**config.mk**
```make
export PLATFORM = sky130hd
export DESIGN_NAME = usb_endpoint_transfer_segmenter
export DESIGN_NICKNAME = d
export VERILOG_FILES = /design/src/rtl/uets_pkg.sv /design/src/rtl/uets_rec_mem.sv /design/src/rtl/uets_update.sv /design/src/rtl/usb_endpoint_transfer_segmenter.sv
export SDC_FILE = /design/constraint.sdc
export NUM_CORES = 2
export LEC_CHECK = 0
export ABC_AREA = 1
export BUFFER_PORTS_ARGS = -buffer_cell sky130_fd_sc_hd__buf_2
export CORE_ASPECT_RATIO = 0.6
export CORE_UTILIZATION = 50
export CTS_CLUSTER_SIZE = 16
export DETAILED_ROUTE_END_ITERATION = 12
export PLACE_DENSITY = 0.66
export SLEW_MARGIN = 25
export SYNTH_ARGS = -nofsm -noshare
export SYNTH_HDL_FRONTEND = slang
export SYNTH_HIERARCHICAL = 1
export SYNTH_SLANG_ARGS = --single-unit
```
**constraint.sdc**
```tcl
create_clock -name clk -period 10.55 [get_ports clk]
set_clock_uncertainty 0.05 [all_clocks]
set_input_delay 0.5275 -clock clk [delete_from_list [all_inputs] [get_ports clk]]
set_output_delay 0.5275 -clock clk [all_outputs]
set_load 0.01 [all_outputs]
```
**src/rtl/uets_pkg.sv**
```systemverilog
package uets_pkg;

  localparam int unsigned MAX_PACKET_BYTES_DEF = 64;
  localparam int unsigned ENDPOINTS_DEF        = 16;

  // bmRequestType direction bit
  localparam logic [7:0] DIR_IN_MASK = 8'h80;

  typedef enum logic [2:0] {
    FN_OPEN       = 3'd0,
    FN_START_IN   = 3'd1,
    FN_IN_ACKED   = 3'd2,
    FN_IN_NAKED   = 3'd3,
    FN_SETUP      = 3'd4,
    FN_PREP_OUT   = 3'd5,
    FN_OUT_PACKET = 3'd6
  } func_t;

  typedef enum logic [2:0] {
    ACT_NONE       = 3'd0,
    ACT_SEND       = 3'd1,
    ACT_REQ_IN     = 3'd2,
    ACT_OUT_DATA   = 3'd3,
    ACT_SETUP_DONE = 3'd4
  } action_t;

  typedef enum logic {
    ST_IDLE,
    ST_EXEC
  } state_t;

  typedef struct packed {
    logic [31:0] base;
    logic [15:0] total;
    logic [15:0] acked;
    logic        toggle;
    logic        zlp;
  } in_rec_t;

  typedef struct packed {
    logic [15:0] total;
    logic [15:0] received;
  } out_rec_t;

  typedef struct packed {
    func_t       func;
    logic [3:0]  endpoint;
    logic [15:0] length;
    logic [31:0] buffer_base;
    logic        setup_direction_in;
  } item_t;

  typedef struct packed {
    action_t     action;
    logic [3:0]  out_endpoint;
    logic        data_toggle;
    logic [31:0] packet_address;
    logic [6:0]  packet_length;
    logic        rx_release;
    logic [15:0] received_total;
    logic        out_complete;
    logic        out_overrun;
  } result_t;

  localparam int unsigned IN_REC_W  = $bits(in_rec_t);
  localparam int unsigned OUT_REC_W = $bits(out_rec_t);

endpackage

```
**src/rtl/uets_rec_mem.sv**
```systemverilog
module uets_rec_mem #(
  parameter int unsigned DEPTH = uets_pkg::ENDPOINTS_DEF,
  parameter int unsigned WIDTH = uets_pkg::IN_REC_W,
  localparam int unsigned AW   = (DEPTH > 1) ? $clog2(DEPTH) : 1
) (
  input  logic             clk,
  input  logic             rst,
  input  logic             rd_en,
  input  logic [AW-1:0]    rd_addr,
  output logic [WIDTH-1:0] rd_data,
  input  logic             wr_en,
  input  logic [AW-1:0]    wr_addr,
  input  logic [WIDTH-1:0] wr_data
);

  logic [WIDTH-1:0] mem [DEPTH];
  logic [DEPTH-1:0] valid;

  always_ff @(posedge clk) begin
    if (wr_en) begin
      mem[wr_addr] <= wr_data;
    end
    if (rd_en) begin
      // entries not yet written read as their reset value
      rd_data <= valid[rd_addr] ? mem[rd_addr] : '0;
    end
  end

  always_ff @(posedge clk) begin
    if (rst) begin
      valid <= '0;
    end else if (wr_en) begin
      valid[wr_addr] <= 1'b1;
    end
  end

endmodule

```
**src/rtl/uets_update.sv**
```systemverilog
module uets_update #(
  parameter int unsigned MAX_PACKET_BYTES = uets_pkg::MAX_PACKET_BYTES_DEF,
  parameter int unsigned ENDPOINTS        = uets_pkg::ENDPOINTS_DEF
) (
  input  uets_pkg::item_t    item,
  input  uets_pkg::in_rec_t  in_rec,
  input  uets_pkg::out_rec_t out_rec,
  output uets_pkg::in_rec_t  in_rec_next,
  output logic               in_we,
  output uets_pkg::out_rec_t out_rec_next,
  output logic               out_we,
  output uets_pkg::result_t  result
);

  logic        in_range;
  logic        ep_zero;
  logic [15:0] remain;
  logic [15:0] chunk;
  logic [16:0] sum;
  logic [15:0] got;
  logic        done;
  logic [7:0]  dir_byte;

  assign in_range = 5'(item.endpoint) < 5'(ENDPOINTS);
  assign ep_zero  = item.endpoint == 4'd0;
  assign remain   = (in_rec.total > in_rec.acked) ? (in_rec.total - in_rec.acked) : 16'd0;
  assign chunk    = (remain > 16'(MAX_PACKET_BYTES)) ? 16'(MAX_PACKET_BYTES) : remain;
  assign sum      = {1'b0, out_rec.received} + {1'b0, item.length};
  assign got      = sum[15:0];
  assign done     = got == out_rec.total;
  assign dir_byte = {item.setup_direction_in, 7'd0};

  always_comb begin
    in_rec_next         = in_rec;
    out_rec_next        = out_rec;
    in_we               = 1'b0;
    out_we              = 1'b0;
    result              = '0;
    result.action       = uets_pkg::ACT_NONE;
    result.out_endpoint = item.endpoint;
    if (in_range) begin
      unique case (item.func)
        uets_pkg::FN_OPEN: begin
          in_rec_next.toggle = ep_zero;
          in_we              = 1'b1;
        end
        uets_pkg::FN_START_IN: begin
          in_rec_next.base  = item.buffer_base;
          in_rec_next.total = item.length;
          in_rec_next.acked = '0;
          in_rec_next.zlp   = item.length == 16'd0;
          in_we             = 1'b1;
        end
        uets_pkg::FN_IN_ACKED: begin
          in_rec_next.acked  = in_rec.acked + chunk;
          in_rec_next.toggle = ~in_rec.toggle;
          in_rec_next.zlp    = 1'b0;
          in_we              = 1'b1;
        end
        uets_pkg::FN_IN_NAKED: begin
          if (in_rec.zlp || (in_rec.acked != in_rec.total)) begin
            result.action         = uets_pkg::ACT_SEND;
            result.data_toggle    = in_rec.toggle;
            result.packet_address = in_rec.base + {16'd0, in_rec.acked};
            result.packet_length  = chunk[6:0];
          end else begin
            result.action = uets_pkg::ACT_REQ_IN;
          end
        end
        uets_pkg::FN_SETUP: begin
          if (ep_zero) begin
            in_rec_next.toggle = 1'b1;
            in_we              = 1'b1;
            result.action      = uets_pkg::ACT_SETUP_DONE;
            // host-to-device with payload keeps the out side as it is
            if (!(((dir_byte & uets_pkg::DIR_IN_MASK) == 8'd0) && (item.length != 16'd0))) begin
              out_rec_next      = '0;
              out_we            = 1'b1;
              result.rx_release = 1'b1;
            end
          end
        end
        uets_pkg::FN_PREP_OUT: begin
          out_rec_next.total    = item.length;
          out_rec_next.received = '0;
          out_we                = 1'b1;
          result.rx_release     = 1'b1;
        end
        uets_pkg::FN_OUT_PACKET: begin
          out_rec_next.received = got;
          out_we                = 1'b1;
          result.action         = uets_pkg::ACT_OUT_DATA;
          result.received_total = got;
          result.out_complete   = done;
          result.out_overrun    = sum[16] || (got > out_rec.total);
          if (ep_zero && done) begin
            out_rec_next      = '0;
            result.rx_release = 1'b1;
          end
        end
        default: begin
        end
      endcase
    end
  end

endmodule

```
**src/rtl/usb_endpoint_transfer_segmenter.sv**
```systemverilog
// result: once an item is accepted its records are read; the result is loaded
//   in the EXEC state once the result register is free; a new item is taken only
//   after the last one's records are read and written back (read, then update)
// reset: synchronous, active high; clears per-entry valid bits of both record
//   memories at once so every endpoint reads as zero, no clearing pass needed
module usb_endpoint_transfer_segmenter #(
  parameter int unsigned MAX_PACKET_BYTES = uets_pkg::MAX_PACKET_BYTES_DEF,
  parameter int unsigned ENDPOINTS        = uets_pkg::ENDPOINTS_DEF
) (
  input  logic        clk,
  input  logic        rst,
  // input item channel
  input  logic        s_axis_tvalid,
  output logic        s_axis_tready,
  // endpoint[3:0], length[19:4], buffer_base[51:20], setup_direction_in[52], zero pad
  input  logic [55:0] s_axis_tdata,
  // func[2:0]
  input  logic [2:0]  s_axis_tuser,
  // result item channel
  output logic        m_axis_tvalid,
  input  logic        m_axis_tready,
  // out_endpoint[3:0], data_toggle[4], packet_address[36:5], packet_length[43:37],
  // rx_release[44], received_total[60:45], out_complete[61], out_overrun[62], zero pad
  output logic [63:0] m_axis_tdata,
  // action[2:0]
  output logic [2:0]  m_axis_tuser
);

  localparam int unsigned AW = (ENDPOINTS > 1) ? $clog2(ENDPOINTS) : 1;

  uets_pkg::state_t   state;
  uets_pkg::state_t   state_next;
  uets_pkg::item_t    item;
  uets_pkg::in_rec_t  in_rec;
  uets_pkg::in_rec_t  in_rec_next;
  uets_pkg::out_rec_t out_rec;
  uets_pkg::out_rec_t out_rec_next;
  uets_pkg::result_t  result;
  uets_pkg::result_t  result_reg;
  logic               in_we;
  logic               out_we;
  logic               accept;
  logic               commit;
  logic               out_free;
  logic [AW-1:0]      rd_addr;
  logic [AW-1:0]      wr_addr;

  assign accept   = s_axis_tvalid && s_axis_tready;
  assign out_free = !m_axis_tvalid || m_axis_tready;
  assign rd_addr  = s_axis_tdata[AW-1:0];
  assign wr_addr  = item.endpoint[AW-1:0];

  // sequencer: wait for an item, then update its record once the result slot frees
  always_ff @(posedge clk) begin
    if (rst) begin
      state <= uets_pkg::ST_IDLE;
    end else begin
      state <= state_next;
    end
  end

  always_comb begin
    state_next    = state;
    s_axis_tready = 1'b0;
    commit        = 1'b0;
    unique case (state)
      uets_pkg::ST_IDLE: begin
        s_axis_tready = 1'b1;
        if (s_axis_tvalid) begin
          state_next = uets_pkg::ST_EXEC;
        end
      end
      uets_pkg::ST_EXEC: begin
        // record data is valid here; write back and load the result together
        if (out_free) begin
          commit     = 1'b1;
          state_next = uets_pkg::ST_IDLE;
        end
      end
      default: begin
        state_next = uets_pkg::ST_IDLE;
      end
    endcase
  end

  // hold the item while its records are read
  always_ff @(posedge clk) begin
    if (accept) begin
      item.func               <= uets_pkg::func_t'(s_axis_tuser);
      item.endpoint           <= s_axis_tdata[3:0];
      item.length             <= s_axis_tdata[19:4];
      item.buffer_base        <= s_axis_tdata[51:20];
      item.setup_direction_in <= s_axis_tdata[52];
    end
  end

  // in-transfer records per endpoint
  uets_rec_mem #(
    .DEPTH (ENDPOINTS),
    .WIDTH (uets_pkg::IN_REC_W)
  ) u_in_mem (
    .clk     (clk),
    .rst     (rst),
    .rd_en   (accept),
    .rd_addr (rd_addr),
    .rd_data (in_rec),
    .wr_en   (commit && in_we),
    .wr_addr (wr_addr),
    .wr_data (in_rec_next)
  );

  // out-transfer records per endpoint
  uets_rec_mem #(
    .DEPTH (ENDPOINTS),
    .WIDTH (uets_pkg::OUT_REC_W)
  ) u_out_mem (
    .clk     (clk),
    .rst     (rst),
    .rd_en   (accept),
    .rd_addr (rd_addr),
    .rd_data (out_rec),
    .wr_en   (commit && out_we),
    .wr_addr (wr_addr),
    .wr_data (out_rec_next)
  );

  // event decode and record update
  uets_update #(
    .MAX_PACKET_BYTES (MAX_PACKET_BYTES),
    .ENDPOINTS        (ENDPOINTS)
  ) u_update (
    .item         (item),
    .in_rec       (in_rec),
    .out_rec      (out_rec),
    .in_rec_next  (in_rec_next),
    .in_we        (in_we),
    .out_rec_next (out_rec_next),
    .out_we       (out_we),
    .result       (result)
  );

  // result register, holds until taken
  always_ff @(posedge clk) begin
    if (rst) begin
      m_axis_tvalid <= 1'b0;
    end else if (commit) begin
      m_axis_tvalid <= 1'b1;
    end else if (m_axis_tready) begin
      m_axis_tvalid <= 1'b0;
    end
  end

  always_ff @(posedge clk) begin
    if (commit) begin
      result_reg <= result;
    end
  end

  assign m_axis_tuser = result_reg.action;
  assign m_axis_tdata = {
    1'b0,
    result_reg.out_overrun,
    result_reg.out_complete,
    result_reg.received_total,
    result_reg.rx_release,
    result_reg.packet_length,
    result_reg.packet_address,
    result_reg.data_toggle,
    result_reg.out_endpoint
  };

endmodule
```
### Word-level counts from Yosys, hierarchy flattened

Memories as Yosys holds them, arrays and structs flattened. A register that Yosys moved wholly into a read port is not among the register bits.
Cells that the tools add are included.

* memories: 2
* word-level logic and storage cells: 102
* output and inout bits: 69
* register bits: 156
* bits in writable memories: 1568
* input bits: 63

Memory list
* u_in_mem.mem: depth 16, width 66, rd ports 1, clocked after Yosys merged registers in 1, write ports 1, line uets_rec_mem.sv:16 `logic [WIDTH-1:0] mem [DEPTH];`
* u_out_mem.mem: depth 16, width 32, rd ports 1, clocked after Yosys merged registers in 1, write ports 1, line uets_rec_mem.sv:16

* muxes and demuxes: 39
* reductions and logical operators: 21
* add/sub/neg operators: 4
* bitwise gates (word level): 4
* equal/unequal tests: 8
* $lt $le $gt $ge: 6

Operators with widths (number)
* 32-bit 2-to-1 mux: 3
* 32-bit case mux with 3 select lines: 1
* 48-bit 2-to-1 mux: 1
* 32-bit by 16-bit adder with 32-bit output: 1
* 16-bit > comparator: 2
* 16-bit 2-to-1 mux: 2
* 16-bit OR: 2
* 16-bit case mux with 2 select lines: 1
* 1-bit 2-to-1 mux: 19
* 16-bit by 16-bit adder with 17-bit output: 1
* 16-bit adder: 1
* 16-bit equality test: 1
* 16-bit by 7-bit > comparator with 1-bit output (second input constant): 1
* 16-bit logical NOT: 1
* 16-bit inequality test: 1
* 16-bit nonzero test: 1
* 16-bit subtractor: 1
* 4-bit by 5-bit less-than comparator with 1-bit output (second input constant): 2
* 3-bit equality test (second input constant): 3
* 3-bit case mux with 3 select lines: 1
* 1-bit binary-select mux with 4-bit select: 2
* 8-bit logical NOT: 1
* 1-bit case mux with 2 select lines: 4
* 3-bit by 2-bit equality test with 1-bit output (second input constant): 2
* other kinds (16): 27

### Longest topological paths before layout

* depth in word-level cells: 8
* depth in mapped cells: 32
* gate-level depth less buffers: 32

### Hierarchy

Netlist, hierarchy kept.

By module, submodules not included
* uets_rec_mem at u_in_mem: times used 1, area each 48600.4 sq um, cells an instance 4585, sequential area each 34012.6 sq um
* uets_rec_mem at u_out_mem: times used 1, area each 23969.2 sq um, cells an instance 2290, sequential area each 16656.0 sq um
* uets_update: times used 1, area each 5873.1 sq um, cells an instance 1090, sequential area each 0.0 sq um
* usb_endpoint_transfer_segmenter: times used 1, area each 3777.4 sq um, cells an instance 140, sequential area each 3703.6 sq um

### Worst setup path before layout

Ideal clock, no wire load.

* path kind: input-to-reg
* from: input port s_axis_tvalid
* to: register item[0] (netlist name)
* data required time: 9.826 ns
* stages on the path: 2
* buffers on the path: 0
* data arrival time: 7.006 ns
* slack: 2.820 ns
* library setup time: 0.674 ns
* path through: inv_1 -> nor2_1

* longest elaborated chain between the ends: 1

Ends and longest elaborated chain
* start, declared: line usb_endpoint_transfer_segmenter.sv:13 `input logic s_axis_tvalid,`
* 1-bit logical AND: line usb_endpoint_transfer_segmenter.sv:48 `assign accept = s_axis_tvalid && s_axis_tready;`
* named net accept: line usb_endpoint_transfer_segmenter.sv:42 `logic accept;`

The timed path passes the listed nets, and every way through them passes these cells.
A chain may end at the register's enable or synchronous reset.

### Worst setup path after layout

* from: register item[53] (netlist name)
* to: memory u_in_mem/mem[6][7] in the netlist's numbering (enable)

* longest elaborated chain between the ends: 6

Ends and longest elaborated chain
* 3-bit by 2-bit equality test with 1-bit output (tied with other cells): line uets_update.sv:42 `unique case (item.func)`
* 3-bit OR reduction (no source line)
* 1-bit case mux with 2 select lines (*): line uets_update.sv:42
* named net in_we: line usb_endpoint_transfer_segmenter.sv:40 `logic in_we;`
* 1-bit logical AND (*): line usb_endpoint_transfer_segmenter.sv:107 `.wr_en (commit && in_we),`
* 1-bit 2-to-1 mux (*): line uets_rec_mem.sv:20 `if (wr_en) begin`
* 1-bit 2-to-1 mux (implied by the code) (*): line uets_rec_mem.sv:21 `mem[wr_addr] <= wr_data;`
* end, declared: line uets_rec_mem.sv:16

The timed path passes the listed nets; every way through them passes the cells marked *.

==> metrics.cfg <==
[worst_setup_path]
path_buf_inv = 9
crit_type = reg -> reg
arrival_ns = 6.76
path_max_fanout = 26
critPathMaxStageDelay_ns = 0.65
crit_required_ns = 10.93
end_kind = register
cp_slowest_cell = nor2_4
crit_family = buffers and inverters
crit_chain = inv_1, nand2_1, nor2_1, buf_4, clkinv_1, nand2_1, clkinv_1, nand2_1, inv_1, nor2_1, inv_1, nor3_1, inv_1, nor2_4, buf_4, buf_4
crit_top_cell = inv_1
cp-start-kind = register

[power_and_ir_drop]
report.power.total_uw = 15700
seq_power_share_pct = 52.3
p_comb_share_pct = 9.1
power_leakage_uw = 0.0393
p_int_uw = 11900
switching_share_pct = 24.7
switchingPower_uw = 3880
power.density_nw_per_um2 = 174
p_clk_share_pct = 38.6
ir_worst_vdd_mv = 0.176

[die]
core.rowCount = 114
start_util_pct = 50.7
core-area_um2 = 162000
ios = 132
die_area_um2 = 166000
die_y_um = 316
die_x_um = 526

[run]
max-cap-violations = 0

[sta]
final-hold-violation-count = 0
fmax_mhz = 157
final-setup-viol-count = 0
rsz0062_at_grt = no
tns_ns = 0
worst_pin_slew_ns = 1.15
maxSlewViolCount = 0
finalCritPeriodShare_pct = 60.5
min_period_ns = 6.38
slew-limit-headroom_pct = 23.1

[detailed_routing]
vias = 56500
via_per_inst = 5.39
finalWirelength_mm = 220
dr.first_iter.drc_count = 7276
wl_met3_mm = 22.9
highest_layer = met4
drtPass1Iterations = 6
wl_per_cell_um = 21.0
antenna_left = 0
dr_wl_met2_mm = 93.6
drt-met1-wl_mm = 99.1
drc = 0

[yosys]
syn_inst = 8105
synth.area.top_cells = edfxtp_1, nand2_1, nand3_1, inv_1, ha_1
avgSynthCellArea_um2 = 10.1
yosysMostFrequentCell = nand2_1
synth_ff_type = edfxtp_1
synthArstFlopShare_pct = 0
synth_area_um2 = 82200
synth-edff-count = 1788
yosysUniqueCellTypes = 52
ys.warnings.count = 6
synth_area_leader_cell = edfxtp_1
yosysSeqAreaShare_pct = 66.1
synth_top_area_share_pct = 65.3
ys_seq_elements = 1822
ys_top_cells_by_count = nand2_1, edfxtp_1, inv_1, nand3_1, nor2_1

[global_route]
grt_pass1_vias = 52200
grt_remaining_overflow = 0
track_usage_pct = 26.4
grt_first_pass_wirelength_mm = 328
grt_max_degree = 203
antenna_found_initial = 3

[clocking]
clk_path_buf_depth = 3
htreeDepth = 4
cts_tree = yes
cts_setup_buffers = 0
cts_sinks = 1822
insertion_delay_ns = 0.83
numCtsBuffers = 166
cts.clk_slew.worst_paths_ns = 0.06
root_buffer = clkbuf_16
cts_resized = 0

[hold_path]
hold_class = in -> reg

[placed_design]
placed_cell_area_um2 = 84400
dpl.hpwl_mm = 119
io_buffers = 127
routabilityCongestion = 0.881

[final_layout]
fin_nets = 8347
area_delta_synth_final_pct = 10.2
final_cell_area_um2 = 90600
drive_above_1_share_pct = 7.45

[status]
outcome = completed

sequential cells by signal, indices dropped and copies added, names as in the netlist:
signal and flops:
m_axis_tdata 63, wr_addr 4, m_axis_tvalid 1, u_in_mem/mem 1056
u_out_mem/valid 16, item 52, u_out_mem/rd_data 32, state 1
m_axis_tuser 3, u_in_mem/rd_data 66, u_in_mem/valid 16, u_out_mem/mem 512
cell type report:
class | instances | area (um^2)
antenna | 1 | 2.50
clock buffer | 200 | 4300
clock inverter | 102 | 1100
fill | 13500 | 71600
inverter | 1546 | 5860
multi-input combinational | 4377 | 20100
sequential | 1822 | 54400
tap | 2146 | 2690
timing repair buffer | 289 | 2140
worst min-delay path, stage by stage:
cell	delay, ns
buf_2	0.08
inv_1	0.06
nand2_1	0.15
a21oi_1	0.09
final timing paths:
check,startpoint,to,slack [ns],depth (start not counted)
worst max-delay path,item[53]$_DFFE_PP_,u_in_mem/mem[6][7]$_DFFE_PP_,4.17,16
worst min-delay path,m_axis_tready,m_axis_tvalid$_SDFFE_PP0P_,0.10,4
worst max register to register,item[53]$_DFFE_PP_,u_in_mem/mem[6][7]$_DFFE_PP_,4.17,16
worst min register to register,u_in_mem/valid[8]$_SDFFE_PP0P_,u_in_mem/valid[8]$_SDFFE_PP0P_,0.41,2
timing repair:
item | CTS | global route
hold buffers | 53 | 0
hold endpoints to repair | 53 | 0
setup endpoints to repair | 0 | 0
power groups by stage:
stage	combinational [uW]	sequential, uW	clock (uW)
6_report	1430	8230	6070
5_1_grt	1570	8230	6450
4_1_cts	1400	8230	6160
3_5_place_dp	1380	8380	0
3_3_place_gp	1350	8380	0
2_1_floorplan	947	8360	0
routing by layer:
layer | vias up | global-route usage, %
li1 | 26400 | -
met1 | 27100 | 41.1
met2 | 2728 | 37.9
met3 | 311 | 4.60
met4 | 0 | 6.97
met5 | - | 0
placed cells by master, fill, tap and decap left out, drive strengths merged, types with 53 or more instances in the layout:
master,instances
a21oi,116
o21ai,70
dlygate4sd3,53
nand2,2481
clkinv,84
edfxtp,1788
clkbuf,200
inv,1547
nor2,195
ha,78
buf,236
nand3,1252
through the flow:
step / setup WS (ns) / utilization, % / instances / hold WS [ns]
after detailed placement: 4.55 / 52.1 / 10100 / 0.397
after global routing: 3.99 / 55.9 / 10500 / 0.0865
after global placement: 4.67 / 52.1 / 10100 / 0.394
after floorplan: 2.82 / - / 8112 / 0.385
final: 4.17 / 55.9 / 10500 / 0.100
after CTS: 4.53 / 55.7 / 10500 / 0.0596
kinds of logic after synthesis:
family | Yosys count | share of synthesized area, %
other cells | 2 | 0.00913
compound gates | 252 | 1.74
mux | 23 | 0.315
flops | 1822 | 66.1
fa+ha+maj | 82 | 1.28
buf+inv | 1913 | 9.89
simple gates | 3992 | 20.4
xor+xnor | 19 | 0.202
No activity file was read; power rests on OpenSTA's default activity.
